File: config.mk
export PLATFORM = sky130hd
export DESIGN_NAME = torus_gadget_decompose
export DESIGN_NICKNAME = d
export VERILOG_FILES = /design/src/rtl/gdec_pkg.sv /design/src/rtl/gdec_front.sv /design/src/rtl/gdec_queue.sv /design/src/rtl/gdec_back.sv /design/src/rtl/torus_gadget_decompose.sv
export SDC_FILE = /design/constraint.sdc
export NUM_CORES = 2
export LEC_CHECK = 0
export BUFFER_PORTS_ARGS = -buffer_cell sky130_fd_sc_hd__buf_2
export CORE_ASPECT_RATIO = 1.75
export CORE_UTILIZATION = 55
export CTS_CLUSTER_SIZE = 20
export DETAILED_ROUTE_END_ITERATION = 12
export PLACE_DENSITY = 0.8
export SLEW_MARGIN = 25
export SYNTH_ARGS = -nofsm -noshare
export SYNTH_HDL_FRONTEND = slang
export SYNTH_SLANG_ARGS = --single-unit
File: constraint.sdc
create_clock -name i_clk -period 11.27 [get_ports i_clk]
set_clock_uncertainty 0.1 [all_clocks]
set_input_delay 1.6905 -clock i_clk [delete_from_list [all_inputs] [get_ports i_clk]]
set_output_delay 1.6905 -clock i_clk [all_outputs]
set_load 0.01 [all_outputs]
File: src/rtl/gdec_pkg.sv
// Shared types, constants and register codes for the gadget decomposition block.
package gdec_pkg;

    localparam int X_W      = 64;   // torus coefficient width
    localparam int DIGIT_W  = 50;   // widest digit, also widest precision
    localparam int K_W      = 6;    // digit_bits / digit_count width
    localparam int CNT_W    = 7;    // slices_requested width
    localparam int IDX_W    = 6;    // slice_index width
    localparam int PROD_W   = 12;   // digit_bits * digit_count
    localparam int QDEPTH   = 4;    // front-to-back queue entries

    localparam int DEF_MAX_SLICES    = 64;
    localparam int DEF_MAX_PRECISION = 50;

    localparam int CFG_ADDR_W = 2;
    localparam int CFG_DATA_W = 7;

    // register indexes
    localparam logic [CFG_ADDR_W-1:0] REG_DIGIT_BITS  = 2'd0;
    localparam logic [CFG_ADDR_W-1:0] REG_DIGIT_COUNT = 2'd1;
    localparam logic [CFG_ADDR_W-1:0] REG_SLICES      = 2'd2;

    localparam logic [K_W-1:0]   RST_DIGIT_BITS  = 6'd10;
    localparam logic [K_W-1:0]   RST_DIGIT_COUNT = 6'd3;
    localparam logic [CNT_W-1:0] RST_SLICES      = 7'd3;

    typedef struct packed {
        logic [X_W-1:0] torus_value;
        logic           last_coeff;
    } t_in_item;

    typedef struct packed {
        logic signed [DIGIT_W-1:0] digit;
        logic [IDX_W-1:0]          slice_index;
        logic                      last_digit;
        logic                      poly_end;
        logic                      config_error;
    } t_out_item;

    // one classified coefficient, offset sum left-aligned in work
    typedef struct packed {
        logic [DIGIT_W-1:0] work;
        logic [K_W-1:0]     k;
        logic [K_W-1:0]     ell;
        logic [CNT_W-1:0]   cnt;
        logic               err;
        logic               pend;
    } t_work;

endpackage

File: src/rtl/gdec_front.sv
// Front end: config registers, rounding and offset add, three pipeline stages.
module gdec_front
    import gdec_pkg::*;
#(
    parameter int MAX_SLICES    = DEF_MAX_SLICES,
    parameter int MAX_PRECISION = DEF_MAX_PRECISION
) (
    input  logic                  i_clk,
    input  logic                  i_rst_n,
    input  logic                  i_cfg_wr_en,
    input  logic [CFG_ADDR_W-1:0] i_cfg_addr,
    input  logic [CFG_DATA_W-1:0] i_cfg_wdata,
    input  logic                  i_push,
    input  t_in_item              i_in,
    output logic                  o_full,
    output logic                  o_wr,
    output t_work                 o_wdata,
    input  logic                  i_q_full
);

    logic [K_W-1:0]   r_digit_bits;
    logic [K_W-1:0]   r_digit_count;
    logic [CNT_W-1:0] r_slices;

    // stage 1: captured item and derived config
    logic               r1_v;
    logic [X_W-1:0]     r1_x;
    logic [K_W-1:0]     r1_L;
    logic [DIGIT_W-1:0] r1_offs;
    t_work              r1_w;
    // stage 2: truncated value and rounding bits
    logic               r2_v;
    logic [DIGIT_W-1:0] r2_q;
    logic               r2_rnd;
    logic               r2_sticky;
    logic [K_W-1:0]     r2_L;
    logic [DIGIT_W-1:0] r2_offs;
    t_work              r2_w;
    // stage 3: result for the queue
    logic               r3_v;
    t_work              r3_w;

    logic                  en;
    logic                  acc;
    logic [PROD_W-1:0]     prod;
    logic                  err;
    logic [DIGIT_W-1:0]    n_offs;
    logic [PROD_W-1:0]     pos;
    logic [X_W-1:0]        shl;
    logic [DIGIT_W-1:0]    n_q;
    logic                  inc;
    logic [DIGIT_W:0]      sum_w;
    logic [DIGIT_W:0]      lmask;
    logic [DIGIT_W-1:0]    sum;
    t_work                 n_w3;

    always_ff @(posedge i_clk) begin
        if (!i_rst_n) begin
            r_digit_bits  <= RST_DIGIT_BITS;
            r_digit_count <= RST_DIGIT_COUNT;
            r_slices      <= RST_SLICES;
        end else if (i_cfg_wr_en) begin
            case (i_cfg_addr)
                REG_DIGIT_BITS:  r_digit_bits  <= i_cfg_wdata[K_W-1:0];
                REG_DIGIT_COUNT: r_digit_count <= i_cfg_wdata[K_W-1:0];
                REG_SLICES:      r_slices      <= i_cfg_wdata;
                default:         ;
            endcase
        end
    end

    assign en     = !r3_v || !i_q_full;
    assign acc    = i_push && en;
    assign o_full = !en;
    assign o_wr   = r3_v && !i_q_full;
    assign o_wdata = r3_w;

    // stage 1 logic: precision check and offset mask, one bit per digit top
    always_comb begin
        prod = PROD_W'(r_digit_bits) * PROD_W'(r_digit_count);
        err  = (r_digit_bits == '0) || (r_digit_count == '0)
            || (prod > PROD_W'(MAX_PRECISION));
        n_offs = '0;
        pos    = '0;
        for (int j = 0; j < DIGIT_W; j++) begin
            pos = PROD_W'(j + 1) * PROD_W'(r_digit_bits) - PROD_W'(1);
            if ((K_W'(j) < r_digit_count) && (pos < PROD_W'(DIGIT_W))) begin
                n_offs[pos[K_W-1:0]] = 1'b1;
            end
        end
    end

    // stage 2 logic: keep top L bits, round bit and sticky from the rest
    always_comb begin
        n_q = DIGIT_W'(r1_x >> (7'd64 - {1'b0, r1_L}));
        shl = r1_x << r1_L;
    end

    // stage 3 logic: ties go to even low bit of the offset sum
    always_comb begin
        inc   = r2_rnd && (r2_sticky || (r2_q[0] ^ r2_offs[0]));
        sum_w = {1'b0, r2_q} + {1'b0, r2_offs} + (DIGIT_W+1)'(inc);
        lmask = ((DIGIT_W+1)'(1) << r2_L) - (DIGIT_W+1)'(1);
        sum   = DIGIT_W'(sum_w & lmask);
        n_w3  = r2_w;
        n_w3.work = r2_w.err ? '0 : (sum << (K_W'(DIGIT_W) - r2_L));
    end

    always_ff @(posedge i_clk) begin
        if (!i_rst_n) begin
            r1_v <= 1'b0;
            r2_v <= 1'b0;
            r3_v <= 1'b0;
        end else if (en) begin
            r1_v <= acc;
            r2_v <= r1_v;
            r3_v <= r2_v;
        end
    end

    always_ff @(posedge i_clk) begin
        if (en) begin
            r1_x      <= i_in.torus_value;
            r1_L      <= prod[K_W-1:0];
            r1_offs   <= n_offs;
            r1_w.work <= '0;
            r1_w.k    <= r_digit_bits;
            r1_w.ell  <= r_digit_count;
            r1_w.cnt  <= (r_slices > CNT_W'(MAX_SLICES)) ? CNT_W'(MAX_SLICES) : r_slices;
            r1_w.err  <= err;
            r1_w.pend <= i_in.last_coeff;

            r2_q      <= n_q;
            r2_rnd    <= shl[X_W-1];
            r2_sticky <= |shl[X_W-2:0];
            r2_L      <= r1_L;
            r2_offs   <= r1_offs;
            r2_w      <= r1_w;

            r3_w      <= n_w3;
        end
    end

endmodule

File: src/rtl/gdec_queue.sv
// Small flop queue between front end and slice sequencer.
module gdec_queue
    import gdec_pkg::*;
(
    input  logic  i_clk,
    input  logic  i_rst_n,
    input  logic  i_wr,
    input  t_work i_wdata,
    output logic  o_full,
    input  logic  i_rd,
    output t_work o_rdata,
    output logic  o_empty
);

    localparam int PTR_W = (QDEPTH > 1) ? $clog2(QDEPTH) : 1;
    localparam int CNT_Q = $clog2(QDEPTH + 1);

    t_work              r_mem [QDEPTH];
    logic [PTR_W-1:0]   r_wp;
    logic [PTR_W-1:0]   r_rp;
    logic [CNT_Q-1:0]   r_cnt;
    logic [CNT_Q-1:0]   n_cnt;
    logic               wr;
    logic               rd;

    assign o_full  = (r_cnt == CNT_Q'(QDEPTH));
    assign o_empty = (r_cnt == '0);
    assign wr      = i_wr && !o_full;
    assign rd      = i_rd && !o_empty;
    assign o_rdata = r_mem[r_rp];

    always_comb begin
        n_cnt = r_cnt;
        if (wr && !rd) begin
            n_cnt = r_cnt + CNT_Q'(1);
        end else if (rd && !wr) begin
            n_cnt = r_cnt - CNT_Q'(1);
        end
    end

    always_ff @(posedge i_clk) begin
        if (!i_rst_n) begin
            r_wp  <= '0;
            r_rp  <= '0;
            r_cnt <= '0;
        end else begin
            r_cnt <= n_cnt;
            if (wr) begin
                r_wp <= (r_wp == PTR_W'(QDEPTH - 1)) ? '0 : r_wp + PTR_W'(1);
            end
            if (rd) begin
                r_rp <= (r_rp == PTR_W'(QDEPTH - 1)) ? '0 : r_rp + PTR_W'(1);
            end
        end
    end

    always_ff @(posedge i_clk) begin
        if (wr) begin
            r_mem[r_wp] <= i_wdata;
        end
    end

endmodule

File: src/rtl/gdec_back.sv
// Back end: emits one digit slice per cycle into an output register that is empty or popped.
module gdec_back
    import gdec_pkg::*;
(
    input  logic      i_clk,
    input  logic      i_rst_n,
    input  logic      i_q_empty,
    input  t_work     i_q_data,
    output logic      o_q_rd,
    output logic      o_empty,
    output t_out_item o_out,
    input  logic      i_pop
);

    logic               r_busy;
    logic               r_ov;
    logic [DIGIT_W-1:0] r_work;
    logic [K_W-1:0]     r_k;
    logic [K_W-1:0]     r_ell;
    logic [CNT_W-1:0]   r_cnt;
    logic [CNT_W-1:0]   r_s;
    logic               r_err;
    logic               r_pend;
    t_out_item          r_out;

    logic               adv;
    logic               emit;
    logic               last;
    logic               load;
    logic [DIGIT_W-1:0] field;
    logic [DIGIT_W-1:0] half;
    t_out_item          n_out;

    assign adv    = !r_ov || i_pop;
    assign emit   = r_busy && adv;
    assign last   = (r_s + CNT_W'(1)) == r_cnt;
    assign load   = (!r_busy || (emit && last)) && !i_q_empty;
    assign o_q_rd = load;
    assign o_empty = !r_ov;
    assign o_out   = r_out;

    // top k bits of the aligned sum, minus the per-digit offset
    always_comb begin
        field = r_work >> (K_W'(DIGIT_W) - r_k);
        half  = DIGIT_W'(1) << (r_k - K_W'(1));
        n_out.digit        = (!r_err && (r_s < {1'b0, r_ell})) ? (field - half) : '0;
        n_out.slice_index  = r_s[IDX_W-1:0];
        n_out.last_digit   = last;
        n_out.poly_end     = r_pend;
        n_out.config_error = r_err;
    end

    always_ff @(posedge i_clk) begin
        if (!i_rst_n) begin
            r_busy <= 1'b0;
            r_ov   <= 1'b0;
        end else begin
            if (emit) begin
                r_ov <= 1'b1;
            end else if (i_pop) begin
                r_ov <= 1'b0;
            end
            if (load) begin
                r_busy <= (i_q_data.cnt != '0);
            end else if (emit && last) begin
                r_busy <= 1'b0;
            end
        end
    end

    always_ff @(posedge i_clk) begin
        if (emit) begin
            r_out <= n_out;
        end
        if (load) begin
            r_work <= i_q_data.work;
            r_k    <= i_q_data.k;
            r_ell  <= i_q_data.ell;
            r_cnt  <= i_q_data.cnt;
            r_err  <= i_q_data.err;
            r_pend <= i_q_data.pend;
            r_s    <= '0;
        end else if (emit) begin
            r_work <= r_work << r_k;
            r_s    <= r_s + CNT_W'(1);
        end
    end

endmodule

File: src/rtl/torus_gadget_decompose.sv
// Top level: signed gadget decomposition of torus coefficients into digit slices.
//
//  channel   direction  handshake              payload
//  -------   ---------  ---------------------  ---------------------------------------
//  input     in         i_push / o_full        i_in  (torus_value, last_coeff)
//  result    out        o_empty / i_pop        o_out (digit, slice_index, last_digit,
//                                                     poly_end, config_error)
//  config    in         i_cfg_wr_en            i_cfg_addr, i_cfg_wdata (no read-back)
//
// Flow: a coefficient passes three front stages, then the slice sequencer
//   emits one slice per cycle while its output register is empty or popped,
//   and none if zero slices are requested; the sequencer sets the rate.
// Reset: synchronous, active low; clears config to 10/3/3 and empties the pipe.
// Stalls: a four-entry queue splits front and back; the front holds when the
//   queue is full, the back holds while the output register is not popped.
module torus_gadget_decompose
    import gdec_pkg::*;
#(
    parameter int MAX_SLICES    = DEF_MAX_SLICES,
    parameter int MAX_PRECISION = DEF_MAX_PRECISION
) (
    input  logic                  i_clk,
    input  logic                  i_rst_n,
    input  logic                  i_cfg_wr_en,
    input  logic [CFG_ADDR_W-1:0] i_cfg_addr,
    input  logic [CFG_DATA_W-1:0] i_cfg_wdata,
    input  logic                  i_push,
    input  t_in_item              i_in,
    output logic                  o_full,
    output logic                  o_empty,
    output t_out_item             o_out,
    input  logic                  i_pop
);

    // front-to-queue and queue-to-back transactions
    logic  q_wr;
    t_work q_wdata;
    logic  q_full;
    logic  q_rd;
    t_work q_rdata;
    logic  q_empty;

    // front: rounds to L bits, adds the per-digit offset, left-aligns the sum
    gdec_front #(
        .MAX_SLICES    (MAX_SLICES),
        .MAX_PRECISION (MAX_PRECISION)
    ) u_front (
        .i_clk       (i_clk),
        .i_rst_n     (i_rst_n),
        .i_cfg_wr_en (i_cfg_wr_en),
        .i_cfg_addr  (i_cfg_addr),
        .i_cfg_wdata (i_cfg_wdata),
        .i_push      (i_push),
        .i_in        (i_in),
        .o_full      (o_full),
        .o_wr        (q_wr),
        .o_wdata     (q_wdata),
        .i_q_full    (q_full)
    );

    gdec_queue u_queue (
        .i_clk   (i_clk),
        .i_rst_n (i_rst_n),
        .i_wr    (q_wr),
        .i_wdata (q_wdata),
        .o_full  (q_full),
        .i_rd    (q_rd),
        .o_rdata (q_rdata),
        .o_empty (q_empty)
    );

    // back: walks the slices most significant first, zero past digit_count
    gdec_back u_back (
        .i_clk     (i_clk),
        .i_rst_n   (i_rst_n),
        .i_q_empty (q_empty),
        .i_q_data  (q_rdata),
        .o_q_rd    (q_rd),
        .o_empty   (o_empty),
        .o_out     (o_out),
        .i_pop     (i_pop)
    );

    // front never writes into a full queue
    a_no_overflow: assert property (@(posedge i_clk) disable iff (!i_rst_n)
        q_wr |-> !q_full)
        else $error("queue write while full");

    // back never loads from an empty queue
    a_no_underflow: assert property (@(posedge i_clk) disable iff (!i_rst_n)
        q_rd |-> !q_empty)
        else $error("queue read while empty");

    // a bad configuration only ever yields zero digits
    a_err_zero: assert property (@(posedge i_clk) disable iff (!i_rst_n)
        (!o_empty && o_out.config_error) |-> (o_out.digit == '0))
        else $error("nonzero digit under config error");

    // a slice after a popped non-final slice continues the same coefficient
    a_slice_seq: assert property (@(posedge i_clk) disable iff (!i_rst_n)
        (!o_empty && i_pop && !o_out.last_digit) ##1 !o_empty
        |-> (o_out.slice_index == $past(o_out.slice_index) + IDX_W'(1)))
        else $error("slice index out of sequence");

endmodule
==> flow_summary.yaml, run 1 <==
die:
  pin_count: 140
  fp-row-count: 181
  die_x_um: 285
  initial_core_util_pct: 55.4
  die_h_um: 497
outcome:
  lastStage: "global routing (5_1_grt)"
  outcome: "aborted with a tool error"
  error: "[ERROR GRT-0116] Global routing finished with congestion. Check the congestion regions in the DRC Viewer."
place:
  post_dp_cell_area_sq_mm: 0.0809
  hpwl_mm: 318
  dp_cells: 10200
  gp_congestion: 1.21
  io_buffers: 139
  post-place-ws_ns: 3.50
global_routing:
  grt_use_total_pct: 71.5
  grt_max_degree: 176
  gr-total-overflow: 1079
  grt_pass1_wl_mm: 743
  grt_pass1_vias: 89300
clock_tree:
  clk_path_buf_depth: 3
  ctsResizeCount: 0
  cts_hold_buf: 0
  h-tree-depth: 3
  cts_root_buf: "clkbuf_16"
  cts.sinks: 795
  post_cts.repair.setup_buffers: 0
  cts_made_buffers: 74
logic_synthesis:
  ys_types: 110
  synth_seq_cells: 795
  synthTopCellsByArea: "edfxtp_1 (29%), ha_1 (8.6%), mux4_2 (6.7%)"
  syn_nets: 9219
  async_flop_share_pct: 0
  synth_edf_count: 755
  yosysSeqAreaShare_pct: 30.5
  syn-cell-area_sq_mm: 0.0771
  ys.flop_type: "edfxtp_1"
  ys_warn_count: 0
  netlist.area_leader.share_pct: 29.4
  yosys.area.top_type: "edfxtp_1"
  syn_area_per_cell_sq_um: 9.13
  synth_cells: 8437
Yosys cell counts, drive strengths merged (35+ instances only):
cell type and instances:
a2111oi 35, a211oi 139, a21o 128, a21oi 553, a221oi 50, a22oi 61
a31oi 102, and2 68, and3 66, buf 86, clkbuf 389, dfxtp 40
edfxtp 755, fa 171, ha 532, inv 401, mux2 60, mux2i 219
mux4 228, nand2 886, nand2b 68, nand3 201, nand4 88, nor2 833
nor2b 119, nor3 226, nor4 62, o2111ai 43, o211ai 79, o21a 77
o21ai 439, o21bai 53, o221ai 55, o22ai 67, o31ai 73, or2 59
or3 74, xnor2 235, xor2 115
logic make-up after synthesis:
logic type                 count (synthesis)  synth area share [%]
muxes                                    507                  10.4
AOI/OAI and AO/OA                       2317                  20.2
and+or+nand+nor                         2881                  17.5
xor gates and xnor gates                 350                  3.98
DFF                                      795                  30.5
buffers and inverters                    884                  4.37
adders and majority gates                703                  13.1
routing by layer:
metal  GRT overflow  global-route usage, %
met1              2                   68.9
met2            635                   94.1
met3             11                   49.3
met4            429                   76.7
met5              2                   15.5
per-stage QoR:
step / util, % / hold WS, ns
after floorplan: - / 0.300
after global placement: 58.1 / 0.302
after detailed placement: 58.1 / 0.305
after CTS: 59.9 / 0.309
==> run 2, diff against run 1 <==
--- a/config.mk
+++ b/config.mk
@@ -6,11 +6,9 @@
 export NUM_CORES = 2
 export LEC_CHECK = 0
 export BUFFER_PORTS_ARGS = -buffer_cell sky130_fd_sc_hd__buf_2
-export CORE_ASPECT_RATIO = 1.75
-export CORE_UTILIZATION = 55
-export CTS_CLUSTER_SIZE = 20
+export CORE_UTILIZATION = 40
 export DETAILED_ROUTE_END_ITERATION = 12
-export PLACE_DENSITY = 0.8
+export PLACE_DENSITY_LB_ADDON = 0.15
 export SLEW_MARGIN = 25
 export SYNTH_ARGS = -nofsm -noshare
 export SYNTH_HDL_FRONTEND = slang
==> flow_summary.yaml, run 2 <==
pwr:
  powerDensity_mw_per_mm2: 274
  ir_drop_mv: 0.245
  leakagePower_nw: 33.0
global_routing:
  grt_pass1_wl_mm: 505
  grt_use_total_pct: 35.8
  grt_pass1_vias: 68600
  grt_antenna_before_repair: 29
  grt_max_degree: 114
  gr-total-overflow: 0
die:
  die_x_um: 441
  initial_core_util_pct: 40.4
  pin_count: 140
  dieArea_sq_mm: 0.194
  fp-row-count: 160
  die_h_um: 441
  coreArea_sq_mm: 0.191
drt:
  route.vias.total: 72500
  avgViaCountPerCell: 6.58
  wire_per_inst_um: 32.3
  wl_mm: 356
  drt.antenna.violating_nets: 0
  initialDrtViolationCount: 8957
  drc_errors: 0
  firstDrtPassIters: 8
layout:
  drive_gt1_share_pct: 11.7
  layout_commonest_cell: "nand2_1"
  layout_common_cells: "nand2_1 (884), nor2_1 (828), edfxtp_1 (755), a21oi_1 (550), ha_1 (524)"
  largest_reg_flops: 284
  fillerInstances: 18700
  nets: 9196
  regMostFlops: "u_queue.r_mem"
  areaGrowthSynthToFinish_pct: 9.57
  stdcell_count: 11000
clock_tree:
  tritoncts: "yes"
  clk_path_buf_depth: 3
  post_cts.repair.setup_buffers: 0
  clk_pin_slew_ns: 0.07
  ctsResizeCount: 0
  cts_made_buffers: 91
  cts_root_buf: "clkbuf_16"
  h-tree-depth: 3
  cts.sinks: 795
  cts_hold_buf: 0
  worstSkewPairLatency_ns: 0.76
timing:
  tightestPinTransition_ns: 1.23
  finalMaxSlewViolations: 0
  fin_ws_ns: 2.52
  rsz0062_at_grt: "false"
  hold_viol_final: 0
  slew_headroom_pct: 18.0
  fin_crit_sh_pct: 77.7
  setup_viol: 0
  min_period_ns: 8.75
  max_freq_mhz: 114
  final.setup.tns_ns: 0
critical_path:
  worst-path-max-fanout: 16
  cp.depth: 21
  reg2regPathDepth: 21
  slowest_stage: "clkinv_1"
  crit_arrival_ns: 9.07
  start_kind: "register"
  cp_slowest_stage_delay_ns: 0.93
  critical-path-top-delay-family: "adder cells"
  cp_num_buf_inv: 6
  crit_type: "reg2reg"
  crit_chain: "inv_1, buf_4, ha_1, buf_4, clkinv_1, fa_1, fa_1, inv_1, fa_1, ha_1, inv_1, o21ai_0, a21o_1, a21oi_1, nor3b_1, o2111ai_2, o22a_1, o22ai_1, o21ai_0, nand2_1, or4_1"
  worstSetupEndpointType: "register"
  startpoint: "u_front.r_digit_bits[2]"
  rr_startpoint: "u_front.r_digit_bits[2]"
  cp.required_ns: 11.59
logic_synthesis:
  synth_edf_count: 755
  syn_nets: 9219
  synth_seq_cells: 795
  ys.flop_type: "edfxtp_1"
  netlist.area_leader.share_pct: 29.4
  yosys.area.top_type: "edfxtp_1"
  synth_common_cells: "nand2_1 (886), nor2_1 (832), edfxtp_1 (755)"
  ys_types: 110
  synth_cells: 8437
  syn-cell-area_sq_mm: 0.0771
  ys_warn_count: 0
  async_flop_share_pct: 0
  yosysSeqAreaShare_pct: 30.5
  syn_area_per_cell_sq_um: 9.13
  synthMostInstantiatedCell: "nand2_1"
  synthTopCellsByArea: "edfxtp_1 (29%), ha_1 (8.6%), mux4_2 (6.7%)"
place:
  io_buffers: 139
  dp_cells: 10800
  gp_congestion: 1.09
  post-place-ws_ns: 3.12
  hpwl_mm: 276
min_path:
  whs_path_depth: 0
  worstHoldStart: "u_front.r1_w[20]"
  hold_path_class: "reg2reg"
outcome:
  outcome: "completed"
job:
  max_cap_violations: 0
[run 2: cell counts after synthesis]
Identical to the previous run, type by type.
[run 2: cell families after synthesis]
kind of cell    synth area share (%)
flops                           30.5
fa+ha+maj                       13.1
xor+xnor                        3.98
mux                             10.4
simple gates                    17.5
buf+inv                         4.37
compound gates                  20.2
[run 2: worst paths after layout]
kind                              end  slack (ns)
setup / recovery  u_front.r1_offs[41]        2.52
hold / removal       u_front.n_w3[20]        0.31
setup reg to reg  u_front.r1_offs[41]        2.52
hold reg to reg      u_front.n_w3[20]        0.31
[run 2: final cells by class]
type	instances	area, sq um	share of cell area, %
Inverter	409	1540	1.83
Sequential cell	795	23500	27.8
Clock buffer	108	2340	2.77
Antenna cell	11	27.5	0.0326
Clock inverter	60	769	0.911
Tap cell	2511	3140	3.72
Timing Repair Buffer	359	2370	2.80
Multi-Input combinational cell	6758	50800	60.1
[run 2: power by group]
group / switching (mW) / internal [mW]
Sequential: 0.609 / 4.18
Clock: 1.33 / 1.77
Combinational: 9.71 / 5.55
Total: 11.6 / 11.5
[run 2: metrics by stage]
step	util, %	hold WS (ns)	cell area [sq um]	power (mW)
after floorplan	-	0.300	77100	15.1
after global placement	42.5	0.302	81200	19.8
after detailed placement	42.6	0.305	81300	19.8
after CTS	44.2	0.317	84400	23.0
after global routing	44.2	0.323	84400	24.6
final	44.3	0.315	84400	23.1
[run 2: layer usage]
layer  track usage [%]  part of all wire, %  up-vias
met1              48.9                   42    36100
met5                 0                0.049        -
met4              14.2                  4.6       20
li1                  -                    -    31700
met2              54.9                   44     3867
met3              7.93                  9.3      769
[run 2: worst register-to-register path, stage by stage (launching register included)]
cell and delay (ns):
dfxtp_2 0.59, inv_1 0.37, buf_4 0.35, ha_1 0.32, buf_4 0.33, clkinv_1 0.93, fa_1 0.86, fa_1 0.54
inv_1 0.05, fa_1 0.45, ha_1 0.37, inv_1 0.10, o21ai_0 0.24, a21o_1 0.16, a21oi_1 0.08, nor3b_1 0.15
o2111ai_2 0.82, o22a_1 0.69, o22ai_1 0.14, o21ai_0 0.18, nand2_1 0.07, or4_1 0.52
(Power assumes the default switching activity.)
